`src/rtl/pzfr_pkg.sv`:
```
// ----------------------------------------------------------------------------
// pzfr_pkg - shared types and constants for the pixel zoom/flip/rotate core
// Register map, field widths, reset values and parameter defaults.
// ----------------------------------------------------------------------------
package pzfr_pkg;

  // Fixed field widths
  localparam int MAG_W      = 5;
  localparam int ORIENT_W   = 3;
  localparam int SRC_DIM_W  = 8;
  localparam int VIEW_DIM_W = 11;
  localparam int CFG_DATA_W = 11;
  localparam int CFG_IDX_W  = 3;
  localparam int PIX_W      = 8;
  localparam int COORD_W    = 10;

  // Parameter defaults
  localparam int DEF_MAX_SRC_WIDTH  = 128;
  localparam int DEF_MAX_SRC_HEIGHT = 128;
  localparam int DEF_MAX_VIEW       = 1024;
  localparam int DEF_MAX_MAG        = 16;

  // Register reset values
  localparam logic [MAG_W-1:0]      RST_MAG_X       = MAG_W'(2);
  localparam logic [MAG_W-1:0]      RST_MAG_Y       = MAG_W'(2);
  localparam logic [ORIENT_W-1:0]   RST_ORIENTATION = '0;
  localparam logic [SRC_DIM_W-1:0]  RST_SRC_WIDTH   = SRC_DIM_W'(128);
  localparam logic [SRC_DIM_W-1:0]  RST_SRC_HEIGHT  = SRC_DIM_W'(128);
  localparam logic [VIEW_DIM_W-1:0] RST_VIEW_WIDTH  = VIEW_DIM_W'(256);
  localparam logic [VIEW_DIM_W-1:0] RST_VIEW_HEIGHT = VIEW_DIM_W'(256);

  // Orientation bits
  localparam int ORIENT_MIRROR_LR = 0;
  localparam int ORIENT_MIRROR_TB = 1;
  localparam int ORIENT_TRANSPOSE = 2;

  // Word opcodes
  localparam logic OP_LOAD = 1'b0;
  localparam logic OP_EMIT = 1'b1;

  // Register indexes
  typedef enum logic [CFG_IDX_W-1:0] {
    REG_MAG_X       = 3'd0,
    REG_MAG_Y       = 3'd1,
    REG_ORIENTATION = 3'd2,
    REG_SRC_WIDTH   = 3'd3,
    REG_SRC_HEIGHT  = 3'd4,
    REG_VIEW_WIDTH  = 3'd5,
    REG_VIEW_HEIGHT = 3'd6
  } cfg_reg_t;

  // Register file contents
  typedef struct packed {
    logic [MAG_W-1:0]      mag_x;
    logic [MAG_W-1:0]      mag_y;
    logic [ORIENT_W-1:0]   orientation;
    logic [SRC_DIM_W-1:0]  src_width;
    logic [SRC_DIM_W-1:0]  src_height;
    logic [VIEW_DIM_W-1:0] view_width;
    logic [VIEW_DIM_W-1:0] view_height;
  } cfg_t;

  // Scan strobes from the top level
  typedef struct packed {
    logic restart;
    logic load_go;
    logic emit_go;
  } scan_ctrl_t;

endpackage

```
`src/rtl/pzfr_scan.sv`:
```
// ----------------------------------------------------------------------------
// pzfr_scan - load and emit position counters with address generation
// Tracks the raster load index and the output scan, and forms the frame
// store address of the current output pixel without any division.
// ----------------------------------------------------------------------------
module pzfr_scan #(
  parameter int MAX_SRC_WIDTH  = pzfr_pkg::DEF_MAX_SRC_WIDTH,
  parameter int MAX_SRC_HEIGHT = pzfr_pkg::DEF_MAX_SRC_HEIGHT,
  parameter int MAX_VIEW       = pzfr_pkg::DEF_MAX_VIEW,
  parameter int MAX_MAG        = pzfr_pkg::DEF_MAX_MAG,
  localparam int ADDR_W        = $clog2(MAX_SRC_WIDTH * MAX_SRC_HEIGHT),
  localparam int POS_W         = $clog2(MAX_VIEW)
) (
  input  logic                 clk,
  input  logic                 rst_n,
  input  pzfr_pkg::cfg_t       cfg,
  input  pzfr_pkg::scan_ctrl_t ctrl,
  output logic [ADDR_W-1:0]    load_addr,
  output logic [ADDR_W-1:0]    rd_addr,
  output logic [POS_W-1:0]     pos_x,
  output logic [POS_W-1:0]     pos_y,
  output logic                 frame_last
);
  import pzfr_pkg::*;

  localparam int SW_W    = $clog2(MAX_SRC_WIDTH + 1);
  localparam int SH_W    = $clog2(MAX_SRC_HEIGHT + 1);
  localparam int DIM_W   = (SW_W > SH_W) ? SW_W : SH_W;
  localparam int MAXS    = (MAX_SRC_WIDTH > MAX_SRC_HEIGHT) ? MAX_SRC_WIDTH : MAX_SRC_HEIGHT;
  localparam int BLK_W   = $clog2(MAXS);
  localparam int MAG_CW  = $clog2(MAX_MAG + 1);
  localparam int SUB_W   = $clog2(MAX_MAG);
  localparam int VIEW_SW = $clog2(MAX_VIEW + 1);
  localparam int PROD_W  = MAG_CW + DIM_W;
  localparam int EXT_W   = (PROD_W > VIEW_SW) ? PROD_W : VIEW_SW;
  localparam int TOT_W   = SW_W + SH_W;
  localparam int AW2     = DIM_W + SW_W;

  // Position state
  logic [ADDR_W-1:0] load_idx_r, load_idx_nxt;
  logic [POS_W-1:0]  ecol_r, ecol_nxt, erow_r, erow_nxt;
  logic [SUB_W-1:0]  csub_r, csub_nxt, rsub_r, rsub_nxt;
  logic [BLK_W-1:0]  bcol_r, bcol_nxt, brow_r, brow_nxt;

  // Clamped geometry
  logic [MAG_CW-1:0]  mx, my;
  logic [SW_W-1:0]    sw;
  logic [SH_W-1:0]    sh;
  logic [VIEW_SW-1:0] vw, vh, ow, oh;
  logic [DIM_W-1:0]   dim_x, dim_y;
  logic [EXT_W-1:0]   ow_full, oh_full;
  logic [TOT_W-1:0]   total, load_inc;
  logic               mirror_lr, mirror_b, transpose;

  // Emit working values
  logic [POS_W-1:0]  ec, er;
  logic [SUB_W-1:0]  cs, rs;
  logic [BLK_W-1:0]  bcl, brw;
  logic [DIM_W-1:0]  bc, br, coord_a, coord_b, srow, scol;
  logic [ADDR_W-1:0] li_eff;

  // Register clamping
  always_comb begin
    if (cfg.mag_x == '0)                mx = MAG_CW'(1);
    else if (32'(cfg.mag_x) > MAX_MAG)  mx = MAG_CW'(MAX_MAG);
    else                                mx = MAG_CW'(cfg.mag_x);
    if (cfg.mag_y == '0)                my = MAG_CW'(1);
    else if (32'(cfg.mag_y) > MAX_MAG)  my = MAG_CW'(MAX_MAG);
    else                                my = MAG_CW'(cfg.mag_y);
    if (cfg.src_width == '0)                      sw = SW_W'(1);
    else if (32'(cfg.src_width) > MAX_SRC_WIDTH)  sw = SW_W'(MAX_SRC_WIDTH);
    else                                          sw = SW_W'(cfg.src_width);
    if (cfg.src_height == '0)                     sh = SH_W'(1);
    else if (32'(cfg.src_height) > MAX_SRC_HEIGHT) sh = SH_W'(MAX_SRC_HEIGHT);
    else                                          sh = SH_W'(cfg.src_height);
    if (cfg.view_width == '0)                     vw = VIEW_SW'(1);
    else if (32'(cfg.view_width) > MAX_VIEW)      vw = VIEW_SW'(MAX_VIEW);
    else                                          vw = VIEW_SW'(cfg.view_width);
    if (cfg.view_height == '0)                    vh = VIEW_SW'(1);
    else if (32'(cfg.view_height) > MAX_VIEW)     vh = VIEW_SW'(MAX_VIEW);
    else                                          vh = VIEW_SW'(cfg.view_height);
  end

  // Output frame size, clipped to the view
  always_comb begin
    mirror_lr = cfg.orientation[ORIENT_MIRROR_LR];
    transpose = cfg.orientation[ORIENT_TRANSPOSE];
    // row coordinate mirrors the other way round when transposed
    mirror_b  = cfg.orientation[ORIENT_MIRROR_TB] ^ transpose;
    dim_x     = transpose ? DIM_W'(sh) : DIM_W'(sw);
    dim_y     = transpose ? DIM_W'(sw) : DIM_W'(sh);
    ow_full   = EXT_W'(mx) * EXT_W'(dim_x);
    oh_full   = EXT_W'(my) * EXT_W'(dim_y);
    ow        = (ow_full > EXT_W'(vw)) ? vw : VIEW_SW'(ow_full);
    oh        = (oh_full > EXT_W'(vh)) ? vh : VIEW_SW'(oh_full);
  end

  // Load position
  always_comb begin
    total        = TOT_W'(sw) * TOT_W'(sh);
    li_eff       = (TOT_W'(load_idx_r) >= total) ? '0 : load_idx_r;
    load_inc     = TOT_W'(li_eff) + TOT_W'(1);
    load_addr    = li_eff;
    load_idx_nxt = (load_inc >= total) ? '0 : ADDR_W'(load_inc);
  end

  // Emit position, restarted when it lies outside the current frame
  always_comb begin
    if ((VIEW_SW'(ecol_r) >= ow) || (VIEW_SW'(erow_r) >= oh)) begin
      ec  = '0;
      er  = '0;
      cs  = '0;
      rs  = '0;
      bcl = '0;
      brw = '0;
    end else begin
      ec  = ecol_r;
      er  = erow_r;
      cs  = csub_r;
      rs  = rsub_r;
      bcl = bcol_r;
      brw = brow_r;
    end
  end

  // Source address of the current output pixel
  always_comb begin
    bc      = (DIM_W'(bcl) < dim_x) ? DIM_W'(bcl) : dim_x - DIM_W'(1);
    br      = (DIM_W'(brw) < dim_y) ? DIM_W'(brw) : dim_y - DIM_W'(1);
    coord_a = mirror_lr ? dim_x - DIM_W'(1) - bc : bc;
    coord_b = mirror_b ? dim_y - DIM_W'(1) - br : br;
    srow    = transpose ? coord_a : coord_b;
    scol    = transpose ? coord_b : coord_a;
    rd_addr = ADDR_W'(AW2'(srow) * AW2'(sw) + AW2'(scol));
    pos_x   = ec;
    pos_y   = er;
  end

  // Raster step
  always_comb begin
    ecol_nxt   = ec;
    erow_nxt   = er;
    csub_nxt   = cs;
    rsub_nxt   = rs;
    bcol_nxt   = bcl;
    brow_nxt   = brw;
    frame_last = 1'b0;
    if ((VIEW_SW'(ec) + VIEW_SW'(1)) < ow) begin
      ecol_nxt = ec + POS_W'(1);
      if ((MAG_CW'(cs) + MAG_CW'(1)) >= mx) begin
        csub_nxt = '0;
        bcol_nxt = bcl + BLK_W'(1);
      end else begin
        csub_nxt = cs + SUB_W'(1);
      end
    end else begin
      ecol_nxt = '0;
      csub_nxt = '0;
      bcol_nxt = '0;
      if ((VIEW_SW'(er) + VIEW_SW'(1)) < oh) begin
        erow_nxt = er + POS_W'(1);
        if ((MAG_CW'(rs) + MAG_CW'(1)) >= my) begin
          rsub_nxt = '0;
          brow_nxt = brw + BLK_W'(1);
        end else begin
          rsub_nxt = rs + SUB_W'(1);
        end
      end else begin
        erow_nxt   = '0;
        rsub_nxt   = '0;
        brow_nxt   = '0;
        frame_last = 1'b1;
      end
    end
  end

  // Position registers
  always_ff @(posedge clk) begin
    if (!rst_n || ctrl.restart) begin
      load_idx_r <= '0;
      ecol_r     <= '0;
      erow_r     <= '0;
      csub_r     <= '0;
      rsub_r     <= '0;
      bcol_r     <= '0;
      brow_r     <= '0;
    end else begin
      if (ctrl.load_go) begin
        load_idx_r <= load_idx_nxt;
      end
      if (ctrl.emit_go) begin
        ecol_r <= ecol_nxt;
        erow_r <= erow_nxt;
        csub_r <= csub_nxt;
        rsub_r <= rsub_nxt;
        bcol_r <= bcol_nxt;
        brow_r <= brow_nxt;
      end
    end
  end

endmodule

```
`config.mk`:
```
export PLATFORM = sky130hd
export DESIGN_NAME = pzfr_scan
export DESIGN_NICKNAME = d
export VERILOG_FILES = /design/src/rtl/pzfr_pkg.sv /design/src/rtl/pzfr_scan.sv
export SDC_FILE = /design/constraint.sdc
export NUM_CORES = 1
export LEC_CHECK = 0
export BUFFER_PORTS_ARGS = -buffer_cell sky130_fd_sc_hd__buf_2
export CAP_MARGIN = 15
export CELL_PAD_IN_SITES_DETAIL_PLACEMENT = 0
export CELL_PAD_IN_SITES_GLOBAL_PLACEMENT = 1
export CORE_MARGIN = 2
export CORE_UTILIZATION = 30
export DETAILED_ROUTE_END_ITERATION = 10
export GPL_ROUTABILITY_DRIVEN = 1
export PLACE_DENSITY = 0.56
export SYNTH_ARGS = -nofsm -noshare
export SYNTH_HDL_FRONTEND = slang
export SYNTH_SLANG_ARGS = --single-unit
```
`constraint.sdc`:
```
create_clock -name clk -period 37.7 [get_ports clk]
set_clock_uncertainty 0.1 [all_clocks]
set_input_delay 5.655 -clock clk [delete_from_list [all_inputs] [get_ports clk]]
set_output_delay 5.655 -clock clk [all_outputs]
set_load 0.1 [all_outputs]
```
# Yosys cells after proc, flatten, opt, wreduce, memory -nomap -nowiden
# Cells that the tools add are included.
# W data, S select, Z words.
dict set report word_totals {
  ff_bits 56
  input_bits 56
  word_cells 100
}
dict set report op_classes {
  n_mux 45
  multipliers 4
  bitwise 1
  order_cmp 18
  addsub 16
  reduce_logical 9
}
# operator n
set ops {}
lappend ops {{$mux W8} 12}
lappend ops {{$mux W11} 6}
lappend ops {{$mux W10} 5}
lappend ops {{$mux W7} 7}
lappend ops {{$mux W14} 2}
lappend ops {{$mux W4} 7}
lappend ops {{$gt A13 B11 Y1} 2}
lappend ops {{$mul A5 B8 Y13} 2}
lappend ops {{$add A10 B1 Y11 const B} 2}
lappend ops {{$ge A10 B11 Y1} 2}
lappend ops {{$gt A11 B11 Y1 const B} 2}
lappend ops {{$logic_not A11 Y1} 2}
lappend ops {{$lt A11 B11 Y1} 2}
lappend ops {{$add A10 B1 Y10 const B} 2}
lappend ops {{$mux W5} 4}
lappend ops {{$ge A14 B16 Y1} 1}
lappend ops {{$ge A15 B16 Y1} 1}
lappend ops {{$gt A8 B8 Y1 const B} 2}
lappend ops {{$logic_not A8 Y1} 2}
lappend ops {{$lt A7 B8 Y1} 2}
lappend ops {{$mul A8 B8 Y16} 1}
lappend ops {{$sub A8 B1 Y8 const B} 2}
lappend ops {{$sub A8 B8 Y8} 2}
lappend ops {{$add A14 B1 Y15 const B} 1}
lappend ops {{other kinds (12)} 20}

# Logic depth before layout (Yosys ltp)
# Gate-level depths: netlist (run 1).
dict set report logic_depth {
  word_depth 17
  depth_mapped 80
}

# Worst setup path after synthesis (run 1)
# Ideal clock, no wire load.
dict set report synth_timing {
  path_type {input port to output port}
  start {in cfg[40] (netlist name)}
  end {out rd_addr[13]}
  n_path_buf 8
  cell_stages 72
  setup_slack_ns 9.416
  t_arrival_ns 22.529
  cell_sequence {clkbuf_1 clkbuf_1 buf_1 nor2_1 a21oi_1 or2_2 fa_1 fa_1 inv_1 fa_1 ha_1 o21ai_0 o21bai_1 a21oi_1 xnor2_1 ha_1 a21oi_1 a21boi_0 [... 36 more ...] fa_1 ha_1 inv_1 fa_1 inv_1 ha_1 nor2b_1 o21ai_0 a21boi_0 o21ai_0 nand2_1 a21oi_1 nor2_1 o21ai_0 nand2b_1 a21oi_1 xnor2_1 xnor2_1}
}
dict set report synth_via {
  elab_chain_cells 14
  word_cells_on_any_way 28
  classes_between {5 x add/sub; 3 x mul; 6 x order compare; 12 x mux; 1 x bitwise; 1 x reduce/logical}
}
# element line_no
set synth_lines {}
lappend synth_lines {{start, declared} pzfr_scan.sv:16} ;# input pzfr_pkg::cfg_t cfg,
lappend synth_lines {{$mux W8, on equally long branches} {pzfr_scan.sv:90, pzfr_scan.sv:91}}
lappend synth_lines {{$mul A5 B8 Y13, on equally long branches} {pzfr_scan.sv:92, pzfr_scan.sv:93}}
lappend synth_lines {{$gt A13 B11 Y1, on equally long branches} {pzfr_scan.sv:94, pzfr_scan.sv:95}}
lappend synth_lines {{$mux W11, on equally long branches} {pzfr_scan.sv:94, pzfr_scan.sv:95}}
lappend synth_lines {{$ge A10 B11 Y1} pzfr_scan.sv:109} ;# if ((VIEW_SW'(ecol_r) >= ow) || (VIEW_SW'(erow_r) >= oh)) begin
lappend synth_lines {{$logic_or A1 B1 Y1} pzfr_scan.sv:109}
lappend synth_lines {{$mux W7} pzfr_scan.sv:109}
lappend synth_lines {{$lt A7 B8 Y1, on equally long branches} {pzfr_scan.sv:129, pzfr_scan.sv:128}}
lappend synth_lines {{$mux W8, on equally long branches} {pzfr_scan.sv:129, pzfr_scan.sv:128}}
lappend synth_lines {{$sub A8 B8 Y8, on equally long branches} {pzfr_scan.sv:131, pzfr_scan.sv:130}}
lappend synth_lines {{$mux W8, on equally long branches} {pzfr_scan.sv:131, pzfr_scan.sv:130}}
lappend synth_lines {{$mux W8} pzfr_scan.sv:132} ;# srow = transpose ? coord_a : coord_b;
lappend synth_lines {{$mul A8 B8 Y14} pzfr_scan.sv:134} ;# rd_addr = ADDR_W'(AW2'(srow) * AW2'(sw) + AW2'(scol));
lappend synth_lines {{$add A14 B8 Y14 *} pzfr_scan.sv:134}
lappend synth_lines {{end, declared} pzfr_scan.sv:19} ;# output logic [ADDR_W-1:0] rd_addr,
# Mark *: on every way between the ends. The rest lies on a longest branch, timed or not.

# Final worst setup path (run 1)
dict set report layout_timing {
  start {in cfg[37] (netlist name)}
  end {out rd_addr[13]}
}
dict set report layout_via {
  elab_chain_cells 17
  word_cells_on_any_way 31
  classes_between {5 x add/sub; 3 x mul; 7 x order compare; 14 x mux; 2 x reduce/logical}
}
# element line_no
set layout_lines {}
lappend layout_lines {{$gt A8 B8 Y1} pzfr_scan.sv:71} ;# else if (32'(cfg.src_width) > MAX_SRC_WIDTH) sw = SW_W'(MAX_SRC_WIDTH);
lappend layout_lines {{$mux W8} pzfr_scan.sv:71}
lappend layout_lines {{$mux W8 *} pzfr_scan.sv:70} ;# if (cfg.src_width == '0) sw = SW_W'(1);
lappend layout_lines {{$mux W8, on equally long branches} {pzfr_scan.sv:90, pzfr_scan.sv:91}}
lappend layout_lines {{$mul A5 B8 Y13, on equally long branches} {pzfr_scan.sv:92, pzfr_scan.sv:93}}
lappend layout_lines {{$gt A13 B11 Y1, on equally long branches} {pzfr_scan.sv:94, pzfr_scan.sv:95}}
lappend layout_lines {{$mux W11, on equally long branches} {pzfr_scan.sv:94, pzfr_scan.sv:95}}
lappend layout_lines {{$ge A10 B11 Y1} pzfr_scan.sv:109}
lappend layout_lines {{$logic_or A1 B1 Y1} pzfr_scan.sv:109}
lappend layout_lines {{$mux W7} pzfr_scan.sv:109}
lappend layout_lines {{$lt A7 B8 Y1, on equally long branches} {pzfr_scan.sv:129, pzfr_scan.sv:128}}
lappend layout_lines {{$mux W8, on equally long branches} {pzfr_scan.sv:129, pzfr_scan.sv:128}}
lappend layout_lines {{$sub A8 B8 Y8, on equally long branches} {pzfr_scan.sv:131, pzfr_scan.sv:130}}
lappend layout_lines {{$mux W8, on equally long branches} {pzfr_scan.sv:131, pzfr_scan.sv:130}}
lappend layout_lines {{$mux W8} pzfr_scan.sv:132}
lappend layout_lines {{$mul A8 B8 Y14} pzfr_scan.sv:134}
lappend layout_lines {{$add A14 B8 Y14 *} pzfr_scan.sv:134}
# Marked as above.

==> results.md, run 1 <==
- Length of the first detailed-routing pass in iterations: 5
- Path length in cells of the critical path: 71
- Crit path largest cell delay: 850 ps
- Clock sink count: 56
- Family of cells with the greatest summed delay on the critical path: compound AO/OA/AOI/OAI gates
- Run status: finished clean
- Per-instance average area after synthesis: 7.688 um2
- Largest area contributor in the netlist: sky130_fd_sc_hd__ha_1
- Global-route wire length before repair: 69,100 um
- Number of pins exceeding their max-slew limit in the final report: 0
- Placement Rows: 80
- Endpoint arrival time on the critical path: 23,390 ps
- Depth of the CTS H-tree: 2
- Area contributors post-synth: sky130_fd_sc_hd__ha_1 (21%), sky130_fd_sc_hd__fa_1 (16%), sky130_fd_sc_hd__dfxtp_1 (7.7%)
- Number of buffers between clock root and the deepest sink: 2
- # placed instances: 2,590
- Vias post-DR: 12,945
- Cell area after synthesis: 14,620 um2
- Final #Nets: 2,396
- Most used DFF post-synth: sky130_fd_sc_hd__dfxtp_1
- Quantity of I/O buffers inserted on ports: 104
- Share of the clock period used by the worst path after layout: 0.7730
- Width of the die: 224.8 um
- Slew at the pin closest to its max-slew limit: 1059 ps
- Core Box Area: 47,950 um2
- Count of nets left with antenna violations after detail routing: 0
- Layout area overhead: 9.524%
- Async set or reset register ratio after synthesis: 0
- Maximum vdd drop: 35.89 uV
- Min Clock Period, post-route: 29,140 ps
- Areal power density over the cells: 34.81 nW/um2
- Number of synthesized register bits: 56
- Unrepaired setup endpoints after global routing: false
- Weighted congestion at the end of routability-driven global placement: 0.8330
- Initial Utilization: 0.3050
- Wl on met1: 20,770 um
- Post-synth top area share: 0.2062
- Worst slew margin relative to its limit: 0.2924
- Clock transition at the register clock pins on the worst setup and hold paths after CTS: 90 ps
- Final setup violation count: 0
- Post-cts gate resize count: 0
- Sum of met2 wire segment lengths after detailed routing: 19,470 um
- Count of different cell masters after synthesis: 80
- Slowest stage cell, crit path: sky130_fd_sc_hd__a211oi_4
- Routed wl met3: 966 um
- R2r endpoint: erow_r[7]
- Worst path most repeated cell: sky130_fd_sc_hd__o21ai_0
- Total congestion overflow: 0
- Worst hold margin: 383.7 ps
- Most common cell after layout, fill and taps aside: sky130_fd_sc_hd__ha_1
- Drt drc: 0
- Sequential cell area fraction in the yosys report: 0.07667
- DIE AREA: 50,520 um2
- Total of warnings raised by yosys: 0
- Timing endpoint of the critical path: rd_addr[13]
- Worst setup path start: cfg[37]
- Source of the worst register-to-register timing path: erow_r[0]
- Total routing usage reported by global routing: 0.1681
- Initial antenna violation count: 1
- Filler Cell Count: 5,157
- F_max: 34.31 MHz
- Vias in the first global route: 13,171
- Leakage power summed over all cells: 7.989 nW
- HP Class: reg -> reg
- Number of buffers inserted during clock tree synthesis: 5
- Number of hold-repair buffers added at the cts stage: 0
- Max FO, Critical Path: 27
- Worst R2R Setup Slack: 30,650 ps
- Gate count of the mapped netlist: 1,902
- Post-CTS Repair Setup Buffers: 0
- Largest net degree at the start of global routing: 54
- Number of standard cells in the layout, taps in and fillers out: 2,599
- Critical Path RT: 31,940 ps
- Most frequent cells in the layout: sky130_fd_sc_hd__ha_1 (241), sky130_fd_sc_hd__inv_1 (233), sky130_fd_sc_hd__nor2_1 (223)
- TritonCTS clock tree: yes
- Highest metal layer with signal wires: met4
- Depth of the most critical reg-to-reg path: 24
- Total I/O pin count: 105
- Detailed placement HPWL: 34,470 um
- Clock latency on the worst-skew pair: 320 ps
- Sum of routed wire length over all layers: 41,750 um
- Number of nets produced by synthesis: 2,316
- Max cap viols: 0
- Number of enable-type register cells in the synthesized netlist: 0
- Vertical die dimension: 224.8 um
- Number of design-rule violations left by the first detailed-router iteration: 644
- Critical Path Sink Type: output port
- Combined buffer and inverter count along the critical path: 7
- Critical path class: in -> out
- Drt wl/cell: 16.07 um
- Fin. Hold Viols: 0
- Type of element launching the critical path: primary input
- Vias/cell: 4.981
- Setup TNS: 0 ps
- Ratio of cells with drive above 1 in the final layout: 0.09632
- CTS root buf: sky130_fd_sc_hd__clkbuf_16
==> cell usage after synthesis (4+ instances only) <==
cell and n:
sky130_fd_sc_hd__o21ai_1 4, sky130_fd_sc_hd__buf_2 7, sky130_fd_sc_hd__nand2_1 182, sky130_fd_sc_hd__nand2b_1 41, sky130_fd_sc_hd__a32o_1 5, sky130_fd_sc_hd__nand4_1 14
sky130_fd_sc_hd__dfxtp_1 56, sky130_fd_sc_hd__fa_1 117, sky130_fd_sc_hd__a21oi_1 107, sky130_fd_sc_hd__and4_1 5, sky130_fd_sc_hd__a211oi_1 11, sky130_fd_sc_hd__nor2_1 224
sky130_fd_sc_hd__xnor2_1 54, sky130_fd_sc_hd__o21a_1 16, sky130_fd_sc_hd__xor2_1 28, sky130_fd_sc_hd__nor2b_1 40, sky130_fd_sc_hd__inv_1 233, sky130_fd_sc_hd__buf_1 4
sky130_fd_sc_hd__a21o_1 40, sky130_fd_sc_hd__ha_1 241, sky130_fd_sc_hd__nor4_1 8, sky130_fd_sc_hd__and3_1 16, sky130_fd_sc_hd__a31oi_1 14, sky130_fd_sc_hd__o21ai_0 61
sky130_fd_sc_hd__o211ai_1 13, sky130_fd_sc_hd__and2_1 52, sky130_fd_sc_hd__mux2_2 21, sky130_fd_sc_hd__clkbuf_1 41, sky130_fd_sc_hd__nand3_1 62, sky130_fd_sc_hd__a2111oi_0 5
sky130_fd_sc_hd__a22oi_1 10, sky130_fd_sc_hd__nor3_1 18, sky130_fd_sc_hd__o31ai_1 8, sky130_fd_sc_hd__o21bai_1 8, sky130_fd_sc_hd__a21boi_0 4, sky130_fd_sc_hd__mux2i_1 28
sky130_fd_sc_hd__or2_2 20, sky130_fd_sc_hd__a22o_1 13
==> worst min path at each step <==
stage / start / endpoint / slack, ps / cells after the start
2_1_floorplan: rsub_r[0] / rsub_r[0] / 340 / 2
3_3_place_gp: bcol_r[1] / bcol_r[1] / 360 / 2
3_5_place_dp: rsub_r[0] / rsub_r[0] / 370 / 2
4_1_cts: rsub_r[0] / rsub_r[0] / 390 / 2
5_1_grt: bcol_r[1] / bcol_r[1] / 410 / 2
6_report: rsub_r[0] / rsub_r[0] / 380 / 2
==> cells by family (layout without fill, tap and decap cells) <==
| family | count (synthesis) | in the layout | synth area share |
|---|---|---|---|
| other cells | 0 | 1 | 0 |
| flops | 56 | 56 | 0.07667 |
| mux | 51 | 51 | 0.03722 |
| fa+ha+maj | 361 | 361 | 0.3684 |
| buf+inv | 289 | 370 | 0.07581 |
| simple gates | 703 | 703 | 0.2284 |
| compound gates | 360 | 360 | 0.1644 |
| xor+xnor | 82 | 82 | 0.04911 |
==> area by class of cell <==
cell class / instances / area, um2 / area share
repair buffers: 127 / 693.2 / 0.04328
well taps: 615 / 769.5 / 0.04805
diodes: 1 / 2.502 / 0.0001562
clock buffers: 5 / 125.1 / 0.007812
clock inverters: 3 / 26.28 / 0.001641
multi-input cells: 1557 / 12400 / 0.7740
inverters: 235 / 882.1 / 0.05508
flip-flops and latches: 56 / 1121 / 0.07000
==> sequential cells by signal (all words and copies together) (netlist names) <==
signal      count
load_idx_r     14
ecol_r         10
erow_r         10
bcol_r          7
brow_r          7
csub_r          4
rsub_r          4
==> per-stage QoR <==
stage               total power [mW]  setup slack (ps)  area (um2)    util
floorplan                     0.4233              9416       14620       -
global placement              0.5089              8792       15860  0.3308
detailed placement            0.5080              8539       15860  0.3308
CTS                           0.5659              8467       16010  0.3340
global route                  0.6107              6898       16010  0.3340
finish                        0.5576              8558       16020  0.3340
==> where the power goes <==
group | internal [mW] | switching [mW] | leakage [nW]
Sequential | 0.0596 | 0.000554 | 0.452
Clock | 0.0253 | 0.0274 | 0.0680
Combinational | 0.127 | 0.318 | 7.47
==> worst register-to-register path, delay by kind of cell, from the launching register on <==
kind / cells / cell delay [ps]
AND/OR/NAND/NOR: 7 / 1830
flip-flops: 1 / 410
adder cells (fa/ha/maj): 3 / 840
AO/OA/AOI/OAI: 10 / 2680
XOR/XNOR: 1 / 250
buffers and inverters: 3 / 830
==> layer usage <==
| layer | GRT usage | up-vias |
|---|---|---|
| met5 | 0 | - |
| met4 | 0.03290 | 0 |
| met3 | 0.01241 | 29 |
| met2 | 0.2864 | 151 |
| met1 | 0.2335 | 6154 |
| li1 | - | 6611 |
Note: power is estimated with default switching activity, not from simulation.
==> run 2, diff against run 1 <==
- ABC_AREA: unset -> 1
- PLACE_DENSITY: 0.56 -> 0.6
- clock period: 37.7 -> 24.1 ns (I/O delays scaled with it)
==> run 2 against run 1 <==
Hold slack got worse by 15 ps. Via count increased by 7.8%. Utilization increased by 0.084 points. Non-clock buffer count increased by 3. Clock power increased by 60%. Largest cell class unchanged. Critical path type unchanged. Count of clock-buffer cells in the layout unchanged. Sequential power increased by 59%. Final cell count increased by 16%. Synthesized cell count increased by 18%. Largest power group unchanged. First-iteration DRC count decreased by 21%. Critical path depth increased by 22. Setup slack got worse by 7000 ps.
==> results.md, run 2 <==
- Run status: finished clean
- F_max: 44.40 MHz
- Per-instance average area after synthesis: 6.629 um2
- Fin. Hold Viols: 0
- Number of flip-flops in the largest register: 14
- Area contributors post-synth: sky130_fd_sc_hd__ha_1 (20%), sky130_fd_sc_hd__fa_1 (16%), sky130_fd_sc_hd__nand2_1 (13%)
- Post-synth top area share: 0.2028
- Total of warnings raised by yosys: 0
- Layout area overhead: 10.25%
- Number of synthesized register bits: 56
- R2r endpoint: rsub_r[2]
- Share of the clock period used by the worst path after layout: 0.9345
- Maximum vdd drop: 93.20 uV
- Sequential cell area fraction in the yosys report: 0.07540
- CTS root buf: sky130_fd_sc_hd__clkbuf_16
- Path length in cells of the critical path: 93
- Register with the highest flop count: load_idx_r
- Worst setup path start: cfg[33]
- Worst slew margin relative to its limit: 0.2514
- Worst R2R Setup Slack: 18,190 ps
- Unrepaired setup endpoints after global routing: false
- Synth top cells by count: sky130_fd_sc_hd__nand2_1 (524), sky130_fd_sc_hd__inv_1 (436), sky130_fd_sc_hd__nor2_1 (246)
- Core Box Area: 48,950 um2
- Length of the first detailed-routing pass in iterations: 5
- Gate count of the mapped netlist: 2,243
- Vias in the first global route: 13,821
- Max FO, Critical Path: 19
- Largest area contributor in the netlist: sky130_fd_sc_hd__ha_1
- Depth of the most critical reg-to-reg path: 34
- Depth of the CTS H-tree: 2
- Vias post-DR: 13,957
- Async set or reset register ratio after synthesis: 0
- Vias/cell: 4.646
- Number of buffers between clock root and the deepest sink: 2
- Count of nets left with antenna violations after detail routing: 0
- Most used DFF post-synth: sky130_fd_sc_hd__dfxtp_1
- Number of nets produced by synthesis: 2,657
- Number of hold-repair buffers added at the cts stage: 0
- Share of power burned in the clock network: 0.083
- Final #Nets: 2,753
- Leakage power summed over all cells: 8.974 nW
- Global-route wire length before repair: 69,670 um
- Placement Rows: 81
- Width of the die: 226.6 um
- Critical path class: in -> out
- Most common cell after layout, fill and taps aside: sky130_fd_sc_hd__nand2_1
- Number of buffers inserted during clock tree synthesis: 5
- # placed instances: 2,981
- Total I/O pin count: 105
- Weighted congestion at the end of routability-driven global placement: 0.8484
- Combined buffer and inverter count along the critical path: 21
- Critical Path Sink Type: output port
- NetSw: 0.6672 mW
- Antenna diode count: 0
- Fraction of power consumed by sequential logic: 0.094
- Number of design-rule violations left by the first detailed-router iteration: 510
- Post-route total power: 1.019 mW
- Worst path most repeated cell: sky130_fd_sc_hd__nand2_1
- Drt wl/cell: 13.98 um
- Largest net degree at the start of global routing: 49
- Sum of routed wire length over all layers: 41,980 um
- Ratio of cells with drive above 1 in the final layout: 0.09573
- Timing endpoint of the critical path: rd_addr[13]
- Min Clock Period, post-route: 22,520 ps
- Endpoint arrival time on the critical path: 18,810 ps
- Initial antenna violation count: 0
- Clock transition at the register clock pins on the worst setup and hold paths after CTS: 90 ps
- Cell area after synthesis: 14,870 um2
- Worst Hold Path Cells: 2
- Initial Utilization: 0.3037
- Source of the worst register-to-register timing path: ecol_r[0]
- Number of pins exceeding their max-slew limit in the final report: 0
- Clock sink count: 56
- Count of different cell masters after synthesis: 59
- Vertical die dimension: 226.6 um
- Slowest stage cell, crit path: sky130_fd_sc_hd__fa_1
- Crit path largest cell delay: 570 ps
- Type of element launching the critical path: primary input
- Most frequent cells in the layout: sky130_fd_sc_hd__nand2_1 (523), sky130_fd_sc_hd__inv_1 (433), sky130_fd_sc_hd__nor2_1 (244)
- Switching share of power: 0.6549
- Top-count cell post-synth: sky130_fd_sc_hd__nand2_1
- Areal power density over the cells: 62.15 nW/um2
- Family of cells with the greatest summed delay on the critical path: adder cells
- TritonCTS clock tree: yes
- Setup TNS: 0 ps
- Total routing usage reported by global routing: 0.1672
- Internal power of the cells: 0.3516 mW
- Drt drc: 0
- Total congestion overflow: 0
- Number of standard cells in the layout, taps in and fillers out: 3,004
- Max cap viols: 0
- Critical Path RT: 20,380 ps
- Detailed placement HPWL: 35,530 um
- Clock latency on the worst-skew pair: 330 ps
- Regs by FF count: load_idx_r: 14 flops, ecol_r: 10 flops, erow_r: 10 flops
- Share of power burned in combinational logic: 0.823
- HP Class: reg -> reg
- Quantity of I/O buffers inserted on ports: 104
- Slew at the pin closest to its max-slew limit: 1116 ps
- Final setup violation count: 0
- DIE AREA: 51,360 um2
- Number of enable-type register cells in the synthesized netlist: 0
[run 2: kinds of logic after synthesis]
logic type                 after synthesis  share of synthesized area
buffers and inverters                  502                     0.1320
and+or+nand+nor                        954                     0.2706
DFF                                     56                    0.07540
muxes                                    8                   0.005470
AOI/OAI and AO/OA                      282                     0.1073
xor gates and xnor gates                83                    0.04889
adders and majority gates              358                     0.3603
[run 2: layout make-up]
cell class,instances,area [um2]
inverter,460,1748
fill,5452,32560
tap,664,830.8
multi-input combinational,1686,11820
clock buffer,5,125.1
clock inverter,3,28.78
sequential,56,1121
timing repair buffer,130,718.2
[run 2: routing by layer]
metal | global-route usage | up-vias | wire length (um) | share of wire
li1 | - | 7211 | - | -
met1 | 0.2253 | 6498 | 19980 | 0.48
met2 | 0.2905 | 221 | 19950 | 0.48
met3 | 0.01672 | 27 | 1492 | 0.036
met4 | 0.03014 | 0 | 559 | 0.013
met5 | 0 | - | 0 | 0
[run 2: worst min-delay path: cells and delay by family, from the launching register on]
family | cells | cell delay [ps]
flip-flops | 1 | 320
AO/OA/AOI/OAI | 1 | 50
AND/OR/NAND/NOR | 1 | 60
[run 2: worst min-delay path by stage]
| stage | start | to | slack (ps) |
|---|---|---|---|
| detailed placement | brow_r[2] | brow_r[2] | 360 |
| global placement | brow_r[3] | brow_r[3] | 350 |
| global route | brow_r[3] | brow_r[3] | 390 |
| finish | brow_r[2] | brow_r[2] | 370 |
| floorplan | brow_r[4] | brow_r[4] | 350 |
| CTS | brow_r[2] | brow_r[2] | 370 |
[run 2: what timing repair did]
item / 4_1_cts / 5_1_grt
endpoints found under the setup margin: 0 / 5
resized for setup: 0 / 21
setup buffers: 0 / 14
[run 2: power groups by stage]
stage	logic [mW]	clock network [mW]	registers, mW
floorplan	0.685	0	0.0972
global placement	0.838	0	0.0977
detailed placement	0.841	0	0.0977
CTS	0.846	0.0890	0.0956
global route	0.934	0.0907	0.0958
finish	0.839	0.0845	0.0956
[run 2: through the flow]
| step | hold WS [ps] | utilization | cell area (um2) | setup WS (ps) |
|---|---|---|---|---|
| floorplan | 345.3 | - | 14870 | 2458 |
| global placement | 353.6 | 0.3285 | 16080 | 878.9 |
| detailed placement | 355.9 | 0.3285 | 16080 | 610.4 |
| CTS | 370.7 | 0.3316 | 16230 | 538.5 |
| global route | 389.5 | 0.3349 | 16390 | 54.30 |
| finish | 369.0 | 0.3349 | 16390 | 1579 |
